===== src/rtl/core/rtip_pkg.sv =====
package rtip_pkg;

	localparam int VALUE_BITS = 32;
	localparam int LIMIT_BITS = 31;
	localparam int CNT_BITS = $clog2(VALUE_BITS);
	localparam int EXT_BITS = (VALUE_BITS > LIMIT_BITS) ? VALUE_BITS : LIMIT_BITS;

	typedef logic [VALUE_BITS-1:0] value_t;
	typedef logic [LIMIT_BITS-1:0] limit_t;
	typedef logic [EXT_BITS-1:0]   ext_t;

	localparam value_t VALUE_TOP   = {1'b0, {(VALUE_BITS-1){1'b1}}};
	localparam limit_t LIMIT_RESET = limit_t'(65535);

	typedef struct packed {
		logic signed [VALUE_BITS-1:0] number_a;
		logic signed [VALUE_BITS-1:0] number_b;
	} in_item_t;

	typedef struct packed {
		logic signed [VALUE_BITS-1:0] out_a;
		logic signed [VALUE_BITS-1:0] out_b;
		logic                         both_zero;
	} out_item_t;

	typedef enum logic [2:0] {
		S_IDLE,
		S_SETUP,
		S_CHECK,
		S_DIV,
		S_SCALE,
		S_MULT,
		S_FINAL
	} state_t;

	// Request to the shared divide / multiply-accumulate unit
	typedef struct packed {
		logic   start;
		value_t dividend;
		value_t divisor;
		value_t mul_x;
		value_t mul_y;
	} dm_req_t;

	typedef struct packed {
		logic   done;
		value_t rem;
		value_t acc_x;
		value_t acc_y;
	} dm_rsp_t;

	// Add, saturating to all ones
	function automatic value_t sat_add(value_t a, value_t b);
		logic [VALUE_BITS:0] s;
		s = {1'b0, a} + {1'b0, b};
		return s[VALUE_BITS] ? '1 : s[VALUE_BITS-1:0];
	endfunction

	// Clamp the limit register to the largest positive output value
	function automatic value_t eff_limit(limit_t lim);
		ext_t l_ext;
		ext_t top_ext;
		l_ext   = ext_t'(lim);
		top_ext = ext_t'(VALUE_TOP);
		return (l_ext > top_ext) ? value_t'(top_ext) : value_t'(l_ext);
	endfunction

	function automatic value_t magnitude(value_t raw);
		return raw[VALUE_BITS-1] ? value_t'(~raw + value_t'(1)) : raw;
	endfunction

endpackage


===== src/rtl/core/rtip_divmac.sv =====
module rtip_divmac (
	input  logic              clk,
	input  logic              arst_n,
	input  rtip_pkg::dm_req_t req,
	output rtip_pkg::dm_rsp_t rsp
);

	localparam int W  = rtip_pkg::VALUE_BITS;
	localparam int CW = rtip_pkg::CNT_BITS;
	localparam logic [CW-1:0] CNT_LAST = CW'(W - 1);

	logic            busy_q;
	logic            done_q;
	logic [CW-1:0]   cnt_q;
	rtip_pkg::value_t dvd_q;
	rtip_pkg::value_t dsr_q;
	rtip_pkg::value_t rem_q;
	rtip_pkg::value_t x_q;
	rtip_pkg::value_t y_q;
	rtip_pkg::value_t acc_x_q;
	rtip_pkg::value_t acc_y_q;

	logic [W:0]       partial;
	logic [W:0]       diff;
	logic             ge;
	rtip_pkg::value_t rem_nx;
	logic             launch;

	// acc * 2 + add, saturating to all ones
	function automatic rtip_pkg::value_t dbl_add(rtip_pkg::value_t acc,
		rtip_pkg::value_t add);
		logic [W+1:0] s;
		s = {1'b0, acc, 1'b0} + {2'b00, add};
		return (s[W+1:W] != 2'b00) ? '1 : s[W-1:0];
	endfunction

	// One restoring step; the quotient bit also drives both shift-add products
	always_comb begin
		partial = {rem_q, dvd_q[W-1]};
		diff    = partial - {1'b0, dsr_q};
		ge      = (partial >= {1'b0, dsr_q});
		rem_nx  = ge ? diff[W-1:0] : partial[W-1:0];
		launch  = req.start && !busy_q;
	end

	always_ff @(posedge clk or negedge arst_n) begin
		if (!arst_n) begin
			busy_q <= 1'b0;
			done_q <= 1'b0;
			cnt_q  <= '0;
		end else begin
			done_q <= 1'b0;
			if (launch) begin
				busy_q <= 1'b1;
				cnt_q  <= '0;
			end else if (busy_q) begin
				cnt_q <= cnt_q + 1'b1;
				if (cnt_q == CNT_LAST) begin
					busy_q <= 1'b0;
					done_q <= 1'b1;
				end
			end
		end
	end

	always_ff @(posedge clk) begin
		if (launch) begin
			dvd_q   <= req.dividend;
			dsr_q   <= req.divisor;
			rem_q   <= '0;
			x_q     <= req.mul_x;
			y_q     <= req.mul_y;
			acc_x_q <= '0;
			acc_y_q <= '0;
		end else if (busy_q) begin
			dvd_q   <= {dvd_q[W-2:0], 1'b0};
			rem_q   <= rem_nx;
			acc_x_q <= dbl_add(acc_x_q, ge ? x_q : '0);
			acc_y_q <= dbl_add(acc_y_q, ge ? y_q : '0);
		end
	end

	assign rsp.done  = done_q;
	assign rsp.rem   = rem_q;
	assign rsp.acc_x = acc_x_q;
	assign rsp.acc_y = acc_y_q;

	a_start_when_free: assert property (@(posedge clk) disable iff (!arst_n)
		req.start |-> !busy_q)
		else $error("divmac started while busy");

	a_done_single: assert property (@(posedge clk) disable iff (!arst_n)
		done_q |=> !done_q)
		else $error("divmac done held for more than one cycle");

	a_done_on_finish: assert property (@(posedge clk) disable iff (!arst_n)
		$fell(busy_q) |-> done_q)
		else $error("divmac finished without done");

endmodule


===== src/rtl/core/ratio_to_integer_pair.sv =====
// Ratio to integer pair: approximates number_a : number_b by two integers of
// magnitude at most the limit register, via a continued-fraction expansion.
//
// Channels: in_* carries one beat {number_a, number_b}; out_* carries one beat
// {out_a, out_b, both_zero}. A beat moves on a rising edge with valid high and
// stall low. cfg_we writes cfg_data into the limit register; write it only
// while no beat is in flight.
//
// Datapath: one shared serial divider, one quotient bit per cycle, runs every
// Euclid step after the first and then the final scaling division. One beat
// is worked on at a time, so in_stall stays high until the result is in the
// output register.
//
// Reset: arst_n clears the sequencer, the output valid and sets the limit to
// 65535. A stalled result is held in the output register; the next input beat
// is still taken and worked on, and only its final write waits for the slot.
module ratio_to_integer_pair (
	input  logic                         clk,
	input  logic                         arst_n,
	input  logic                         cfg_we,
	input  logic [rtip_pkg::LIMIT_BITS-1:0] cfg_data,
	input  logic                         in_valid,
	output logic                         in_stall,
	input  rtip_pkg::in_item_t           in_data,
	output logic                         out_valid,
	input  logic                         out_stall,
	output rtip_pkg::out_item_t          out_data
);

	localparam int W = rtip_pkg::VALUE_BITS;

	rtip_pkg::state_t  state_q;
	rtip_pkg::state_t  state_nx;
	rtip_pkg::limit_t  lim_q;
	rtip_pkg::value_t  lim_eff;

	// Operand capture
	rtip_pkg::value_t  mag_a_q;
	rtip_pkg::value_t  mag_b_q;
	logic              neg_a_q;
	logic              neg_b_q;
	logic              flip_q;
	logic              bz_q;

	// Convergents: p0/q0 newest, p2/q2 oldest
	rtip_pkg::value_t  p0_q, p1_q, p2_q;
	rtip_pkg::value_t  q0_q, q1_q, q2_q;
	rtip_pkg::value_t  dsr_q;
	rtip_pkg::value_t  rem_q;

	// Scaled pair, small side over large side
	rtip_pkg::value_t  res_num_q;
	rtip_pkg::value_t  res_den_q;

	logic                out_valid_q;
	rtip_pkg::out_item_t out_data_q;
	rtip_pkg::out_item_t out_w;
	logic                out_load;

	rtip_pkg::dm_req_t dm_req;
	rtip_pkg::dm_rsp_t dm_rsp;

	logic              flip_w;
	logic              eq_w;
	logic              both_zero_w;
	rtip_pkg::value_t  small_w;
	rtip_pkg::value_t  large_w;
	logic              q0_fits;
	logic              cont;
	rtip_pkg::value_t  big_w;
	rtip_pkg::value_t  res_a;
	rtip_pkg::value_t  res_b;

	rtip_divmac u_divmac (
		.clk    (clk),
		.arst_n (arst_n),
		.req    (dm_req),
		.rsp    (dm_rsp)
	);

	always_comb begin
		lim_eff     = rtip_pkg::eff_limit(lim_q);
		flip_w      = (mag_a_q > mag_b_q);
		eq_w        = (mag_a_q == mag_b_q);
		both_zero_w = (mag_a_q == '0) && (mag_b_q == '0);
		small_w     = flip_w ? mag_b_q : mag_a_q;
		large_w     = flip_w ? mag_a_q : mag_b_q;
		q0_fits     = (q0_q <= lim_eff);
		// Keep expanding while a remainder is left and the denominator fits
		cont        = (rem_q != '0) && q0_fits;
		big_w       = (p1_q > q1_q) ? p1_q : q1_q;
	end

	// Sequencer: next state and unit requests
	always_comb begin
		state_nx = state_q;
		dm_req   = '0;
		out_load = 1'b0;
		case (state_q)
			rtip_pkg::S_IDLE: begin
				if (in_valid) begin
					state_nx = rtip_pkg::S_SETUP;
				end
			end
			rtip_pkg::S_SETUP: begin
				state_nx = both_zero_w ? rtip_pkg::S_FINAL : rtip_pkg::S_CHECK;
			end
			rtip_pkg::S_CHECK: begin
				if (cont) begin
					dm_req.start    = 1'b1;
					dm_req.dividend = dsr_q;
					dm_req.divisor  = rem_q;
					dm_req.mul_x    = p0_q;
					dm_req.mul_y    = q0_q;
					state_nx        = rtip_pkg::S_DIV;
				end else begin
					state_nx = rtip_pkg::S_SCALE;
				end
			end
			rtip_pkg::S_DIV: begin
				if (dm_rsp.done) begin
					state_nx = rtip_pkg::S_CHECK;
				end
			end
			rtip_pkg::S_SCALE: begin
				if (big_w == '0) begin
					state_nx = rtip_pkg::S_FINAL;
				end else begin
					// limit / big, with both products formed on the way
					dm_req.start    = 1'b1;
					dm_req.dividend = lim_eff;
					dm_req.divisor  = big_w;
					dm_req.mul_x    = p1_q;
					dm_req.mul_y    = q1_q;
					state_nx        = rtip_pkg::S_MULT;
				end
			end
			rtip_pkg::S_MULT: begin
				if (dm_rsp.done) begin
					state_nx = rtip_pkg::S_FINAL;
				end
			end
			rtip_pkg::S_FINAL: begin
				if (!out_valid_q || !out_stall) begin
					out_load = 1'b1;
					state_nx = rtip_pkg::S_IDLE;
				end
			end
			default: begin
				state_nx = rtip_pkg::S_IDLE;
			end
		endcase
	end

	always_ff @(posedge clk or negedge arst_n) begin
		if (!arst_n) begin
			state_q <= rtip_pkg::S_IDLE;
		end else begin
			state_q <= state_nx;
		end
	end

	always_ff @(posedge clk or negedge arst_n) begin
		if (!arst_n) begin
			lim_q <= rtip_pkg::LIMIT_RESET;
		end else if (cfg_we) begin
			lim_q <= cfg_data;
		end
	end

	// Datapath registers, advanced by the sequencer state
	always_ff @(posedge clk) begin
		case (state_q)
			rtip_pkg::S_IDLE: begin
				if (in_valid) begin
					mag_a_q <= rtip_pkg::magnitude(in_data.number_a);
					mag_b_q <= rtip_pkg::magnitude(in_data.number_b);
					neg_a_q <= in_data.number_a[W-1];
					neg_b_q <= in_data.number_b[W-1];
				end
			end
			rtip_pkg::S_SETUP: begin
				// First Euclid step needs no divider: small / large is 0 or 1
				flip_q    <= flip_w;
				bz_q      <= both_zero_w;
				p1_q      <= rtip_pkg::value_t'(1);
				q1_q      <= '0;
				p0_q      <= eq_w ? rtip_pkg::value_t'(1) : '0;
				q0_q      <= rtip_pkg::value_t'(1);
				dsr_q     <= large_w;
				rem_q     <= eq_w ? '0 : small_w;
				res_num_q <= '0;
				res_den_q <= '0;
			end
			rtip_pkg::S_CHECK: begin
				if (cont) begin
					p2_q  <= p1_q;
					p1_q  <= p0_q;
					q2_q  <= q1_q;
					q1_q  <= q0_q;
					dsr_q <= rem_q;
				end else if (rem_q == '0 && q0_fits) begin
					// Exact expansion that fits: keep the newest convergent
					p1_q <= p0_q;
					q1_q <= q0_q;
				end
			end
			rtip_pkg::S_DIV: begin
				if (dm_rsp.done) begin
					rem_q <= dm_rsp.rem;
					p0_q  <= rtip_pkg::sat_add(dm_rsp.acc_x, p2_q);
					q0_q  <= rtip_pkg::sat_add(dm_rsp.acc_y, q2_q);
				end
			end
			rtip_pkg::S_SCALE: begin
				if (big_w == '0) begin
					res_num_q <= '0;
					res_den_q <= '0;
				end
			end
			rtip_pkg::S_MULT: begin
				if (dm_rsp.done) begin
					res_num_q <= dm_rsp.acc_x;
					res_den_q <= dm_rsp.acc_y;
				end
			end
			default: begin
			end
		endcase
	end

	// Undo the ordering, restore the signs
	always_comb begin
		res_a           = flip_q ? res_den_q : res_num_q;
		res_b           = flip_q ? res_num_q : res_den_q;
		out_w.out_a     = neg_a_q ? (rtip_pkg::value_t'(0) - res_a) : res_a;
		out_w.out_b     = neg_b_q ? (rtip_pkg::value_t'(0) - res_b) : res_b;
		out_w.both_zero = bz_q;
	end

	// Output register: hold the beat while the receiver stalls
	always_ff @(posedge clk or negedge arst_n) begin
		if (!arst_n) begin
			out_valid_q <= 1'b0;
		end else if (out_load) begin
			out_valid_q <= 1'b1;
		end else if (!out_stall) begin
			out_valid_q <= 1'b0;
		end
	end

	always_ff @(posedge clk) begin
		if (out_load) begin
			out_data_q <= out_w;
		end
	end

	assign in_stall  = (state_q != rtip_pkg::S_IDLE);
	assign out_valid = out_valid_q;
	assign out_data  = out_data_q;

	a_zero_result: assert property (@(posedge clk) disable iff (!arst_n)
		(out_valid_q && out_data_q.both_zero) |->
		(out_data_q.out_a == '0 && out_data_q.out_b == '0))
		else $error("both_zero beat with non-zero values");

	a_done_expected: assert property (@(posedge clk) disable iff (!arst_n)
		dm_rsp.done |-> (state_q == rtip_pkg::S_DIV || state_q == rtip_pkg::S_MULT))
		else $error("divider finished outside a wait state");

	a_out_hold: assert property (@(posedge clk) disable iff (!arst_n)
		(out_valid_q && out_stall) |=> (out_valid_q && $stable(out_data_q)))
		else $error("stalled output beat changed");

endmodule

===== config.mk =====
export PLATFORM = sky130hd
export DESIGN_NAME = ratio_to_integer_pair
export DESIGN_NICKNAME = d
export VERILOG_FILES = /design/src/rtl/core/rtip_pkg.sv /design/src/rtl/core/rtip_divmac.sv /design/src/rtl/core/ratio_to_integer_pair.sv
export SDC_FILE = /design/constraint.sdc
export NUM_CORES = 2
export LEC_CHECK = 0
export ABC_AREA = 1
export BUFFER_PORTS_ARGS = -buffer_cell sky130_fd_sc_hd__buf_2
export CORE_MARGIN = 3
export CORE_UTILIZATION = 40
export CTS_CLUSTER_DIAMETER = 100
export DETAILED_ROUTE_END_ITERATION = 7
export PLACE_DENSITY = 0.64
export RECOVER_POWER = 100
export SYNTH_ARGS = -nofsm -noshare
export SYNTH_HDL_FRONTEND = slang
export SYNTH_SLANG_ARGS = --single-unit

===== constraint.sdc =====
create_clock -name clk -period 11.5 [get_ports clk]
set_input_delay 2.3 -clock clk [delete_from_list [all_inputs] [get_ports clk]]
set_output_delay 2.3 -clock clk [all_outputs]
set_load 0.01 [all_outputs]

Word-level counts from Yosys, hierarchy flattened:

Index checks and enable logic that the tools add are counted.

* word-level logic and storage cells: 156
* register bits after elaboration: 719
* output and inout bits: 67
* bits of input ports: 100

* reduce and logical (&&, ||, !) cells: 28
* multiplexer cells: 62
* equality and inequality tests: 16
* $lt $le $gt $ge: 4
* $add $sub $neg: 10
* bitwise operators: 2

Operators with widths (count)
* 32-bit two-way mux: 28
* 32-bit one-hot mux with 2 select lines: 6
* 129-bit two-way mux: 2
* 129-bit one-hot mux with 2 select lines: 1
* 32-bit one-hot mux with 3 select lines: 2
* 32-bit logical NOT: 4
* 33-bit by 32-bit adder with 34-bit output: 2
* 32-bit by 32-bit adder with 33-bit output: 2
* 32-bit by 1-bit adder with 32-bit output (second input constant): 2
* 32-bit > comparator: 2
* 32-bit inverter: 2
* 1-bit by 32-bit subtractor with 32-bit output (first input constant): 2
* 31-bit two-way mux: 2
* 33-bit by 32-bit >= comparator with 1-bit output: 1
* 32-bit equality test: 1
* 32-bit by 31-bit <= comparator with 1-bit output: 1
* 32-bit nonzero test: 1
* 32-bit subtractor: 1
* 3-bit one-hot mux with 7 select lines: 1
* 3-bit two-way mux: 6
* 1-bit two-way mux: 11
* 5-bit two-way mux: 2
* 2-bit AND reduction: 5
* 2-bit nonzero test: 5
* 16 further kinds: 30

Longest topological paths before layout:

* word-level depth: 7
* gate-level depth with buffers: 34
* mapped depth without buffers: 32

Modules after synthesis:

Synthesis repeated with hierarchy kept, for this count alone.

* cell total of the unflattened synthesis: 5564
* area, all modules: 45023.2 um^2

Modules (own cells, without submodules)
* ratio_to_integer_pair: times used 1, cells an instance 3266, seq. area each 14498.9 um^2, area each 28969.0 um^2
* rtip_divmac: times used 1, cells an instance 2298, seq. area each 5940.7 um^2, area each 16054.1 um^2

Least setup slack after synthesis:

Ideal clock, no wire load.

* path kind: reg-to-reg
* start point: register state_q[2]
* end point: register p0_q[0], enable pin
* path buffers: 1
* setup time: 0.684 ns
* cell stages (with the launch flop): 5
* slack: 2.820 ns
* clock period less this slack: 8.680 ns
* data required time: 10.816 ns
* arrival: 7.996 ns
* path through: dfrtp_1 > clkbuf_1 > nor3_1 > inv_2 > o21ai_0

* word-level cells in the longest chain between the ends: 3
* elaborated cells on any way between the ends: 5
* classes of those cells: eq/ne (3); reduce/logical (2)

RTL lines
* start: declaration: RTL line ratio_to_integer_pair.sv:32 `rtip_pkg::state_t state_q;`
* start signal: assignment: RTL line ratio_to_integer_pair.sv:157 `state_q <= rtip_pkg::S_IDLE;`
* start signal: assignment: RTL line ratio_to_integer_pair.sv:159 `state_q <= state_nx;`
* 3-bit by 2-bit equality test with 1-bit output or 3-bit by 1-bit equality test with 1-bit output (tied branches): RTL line ratio_to_integer_pair.sv:173 `case (state_q)`
* 2-bit by 1-bit inequality test with 1-bit output (no source line) or 2-bit nonzero test (tied branches)
* 2-bit AND reduction (no source line) (*)
* end signal: assignment: RTL line ratio_to_integer_pair.sv:188 `p0_q <= eq_w ? rtip_pkg::value_t'(1) : '0;`
* end signal: assignment: RTL line ratio_to_integer_pair.sv:211 `p0_q <= rtip_pkg::sat_add(dm_rsp.acc_x, p2_q);`
* end: declaration: RTL line ratio_to_integer_pair.sv:46 `rtip_pkg::value_t p0_q, p1_q, p2_q;`

Mark *: on every way between the ends. The rest lies on a longest branch, timed or not.
A chain may end at the register's enable or synchronous reset.

Worst setup path after layout:

* start point: register state_q[1]
* end point: register p0_q[28], enable pin

Same word-level chain as after synthesis.

==> metrics.md <==
| Metric | Value |
|---|---|
| Input/output buffers | 166 |
| Share of cells above drive strength 1 | 0.0530 |
| Grt total ovfl | 0 |
| Crit path required time | 11650 ps |
| Overall routing resource usage | 0.246 |
| Kind of critical path | reg -> reg |
| CTS Hold Bufs | 0 |
| Fin. Hold Viols | 0 |
| CP Data Arrival Time | 9250 ps |
| Vias | 35775 |
| Clock latency on the worst-skew pair | 660 ps |
| Post-synthesis net count | 5423 |
| WL per Instance | 21.1 µm |
| Core footprint | 0.106 mm² |
| Drt drc | 0 |
| Nets | 5523 |
| Hold Crit Class | reg -> reg |
| Initial Utilization | 0.406 |
| Crit path launch type | flip-flop |
| Reg clk slew, reported paths | 60 ps |
| Leak | 0.0209 µW |
| Post-route antenna net violation count | 0 |
| Via density | 5.40 |
| Die H | 334 µm |
| Slew margin rel. | -2.32 |
| Clock sinks | 719 |
| Post-CTS Resized | 0 |
| Max-slew violations | 1029 |
| Critical R2R Launch | state_q[1] |
| Vias in the first global route | 33847 |
| Yosys warning total | 0 |
| Status | finished, violations left |
| Clock Skews | 28.1 ps |
| P per Cell Area | 314 mW/mm² |
| Drt initial violations | 3500 |
| Clk root buf | clkbuf_16 |
| Utilization after layout | 0.449 |
| Post-Synthesis Cells | 5059 |
| Chip Width | 334 µm |
| Hpwl dp | 109000 µm |
| R2R setup slack | 2410 ps |
| Average size of a mapped cell | 8.49 µm² |
| Routed Wire Length | 140000 µm |
| IO Pins | 167 |
| Endpoint, Worst Hold | q2_q[20] |
| Sequential area share after synthesis | 0.476 |
| Worst-Margin Slew | 4920 ps |
| Synth cell types | 62 |
| Area Overhead vs Synth | 10.6% |
| CTS buffer count | 80 |
| Routability cong. | 0.979 |
| TritonCTS clock tree | done |
| Antenna violations before repair | 3 |
| Reg-to-Reg End | p0_q[28] |
| Hold Path Origin | q1_q[20] |
| Largest net degree at the start of global routing | 87 |
| Synth Cell Area | 0.0429 mm² |
| Worst IR Drop VDD | 0.138 mV |
| Max clock buf depth | 3 |
| Crit path max fanout | 64 |
| Fillers | 10392 |
| Worst Hold Path Cells | 0 |
| Failing checks | capacitance limit, slew limit |
| Max cap viols | 19 |
| FF-to-FF path depth | 5 |
| Post-route clock period utilization | 0.791 |
| First-pass GRT wire length | 208000 µm |
| Final Critical Period | 9090 ps |
| Primary FF master, synth | edfxtp_1 |
| Synthesized flop and latch total | 719 |
| Setup repair after global routing missed its margin | no |
| Post-route setup TNS | 0 ps |
| Row cnt | 119 |
| Fmax | 110 MHz |
| Critical path capture point type | flip-flop |
| DIE AREA | 0.111 mm² |
| Final setup fails | 0 |
| Max reg flops | 65 |
| Postcts setup bufs | 0 |
| H-tree lvl count | 3 |
| Drt pass-1 iters | 5 |
| Ys async rst share | 0.0584 |
| Post-synth EDFFs | 581 |
## synthesized netlist by cell type (10+ instances only)
cell      instances  area [µm²]
dfxtp_1          96        1920
nand3_1         187         936
a21boi_0         11        82.6
dfrtp_1          26         651
nand2_1         894        3360
nor3_1           60         300
edfxtp_1        581       17400
o211ai_1         17         128
o21ai_0         412        2060
o31ai_1          13        97.6
inv_1           729        2740
or2_2            14        87.6
a31oi_1          32         200
buf_2            21         105
nor2_1          603        2260
ha_1            259        3240
o22ai_1          94         588
a21oi_1         381        1910
xor2_1           99         867
a22oi_1          23         173
o21a_1           16         120
clkbuf_1        132         495
xnor2_1         140        1230
nor4_1           39         244
a21o_1           19         143
nand4_1          37         231
o21ai_1          10        50.1
dfstp_2          16         420
## per-stage QoR
stage               setup slack [ps]  cells  cell area [µm²]  hold WS [ps]  total power (µW)
detailed placement              4310   6468            45000           432             12100
finish                          2410   6619            47500           436             14900
floorplan                       2820   5059            42900           400              9820
global route                    1850   6617            47500           461             16000
global placement                4330   6468            45000           427             12000
CTS                             4280   6617            47700           434             14800
## final cells by class
class,count,area [µm²],area share
flip-flops and latches,719,20400,0.430
multi-input cells,3426,18900,0.398
inverters,735,2760,0.0582
clock buffers,110,2300,0.0484
well taps,1391,1740,0.0366
repair buffers,197,911,0.0192
clock inverters,39,440,0.00927
diodes,2,5.00,0.000105
## routing by layer
layer | part of all wire | GRT usage | routed length (µm) | up-vias
li1 | - | - | - | 17221
met1 | 0.42 | 0.323 | 58600 | 16846
met2 | 0.46 | 0.409 | 65000 | 1431
met3 | 0.072 | 0.0334 | 10000 | 277
met4 | 0.046 | 0.103 | 6390 | 0
met5 | 0 | 0 | 0 | -
## how the worst max path moves through the flow
stage | cells after the start | slack (ps) | from | endpoint
2_1_floorplan | 4 | 2820 | state_q[2] | p0_q[0]
3_3_place_gp | 22 | 4330 | p1_q[7] | u_divmac.y_q[6]
3_5_place_dp | 22 | 4310 | p1_q[7] | u_divmac.y_q[6]
4_1_cts | 23 | 4280 | q1_q[7] | u_divmac.y_q[8]
5_1_grt | 5 | 1850 | state_q[1] | p0_q[30]
6_report | 5 | 2410 | state_q[1] | p0_q[28]
## worst max-delay path: stages (launching register included)
cell      delay (ps)
dfrtp_1          440
inv_1            100
nor3_1           230
inv_1            790
o21ai_0         3980
clkbuf_1        2980
## layout by cell type (no fill, tap or decap), drive strengths merged, types with 17 or more instances in the layout
cell type	count
nor3	62
nand2	899
xnor2	140
a31oi	32
edfxtp	581
o211ai	17
dfxtp	96
nor2	607
a21oi	382
xor2	99
nor4	39
o21ai	423
buf	105
o22ai	94
dfrtp	26
clkinv	29
nand3	187
ha	259
a21o	19
a22oi	23
nand4	37
inv	736
clkbuf	202
## cell families after synthesis
| logic type | synth area share |
|---|---|
| XOR/XNOR | 0.0488 |
| AO/OA/AOI/OAI | 0.137 |
| adder cells (fa/ha/maj) | 0.0778 |
| flip-flops | 0.476 |
| buffers and inverters | 0.0834 |
| AND/OR/NAND/NOR | 0.176 |
| multiplexers | 0.000495 |
## power breakdown
group | switching, µW | internal, µW | total, µW
logic | 5080 | 2430 | 7510
clock network | 1120 | 1570 | 2690
registers | 650 | 4040 | 4700
total | 6850 | 8050 | 14900
No activity file was read; power rests on OpenSTA's default activity.
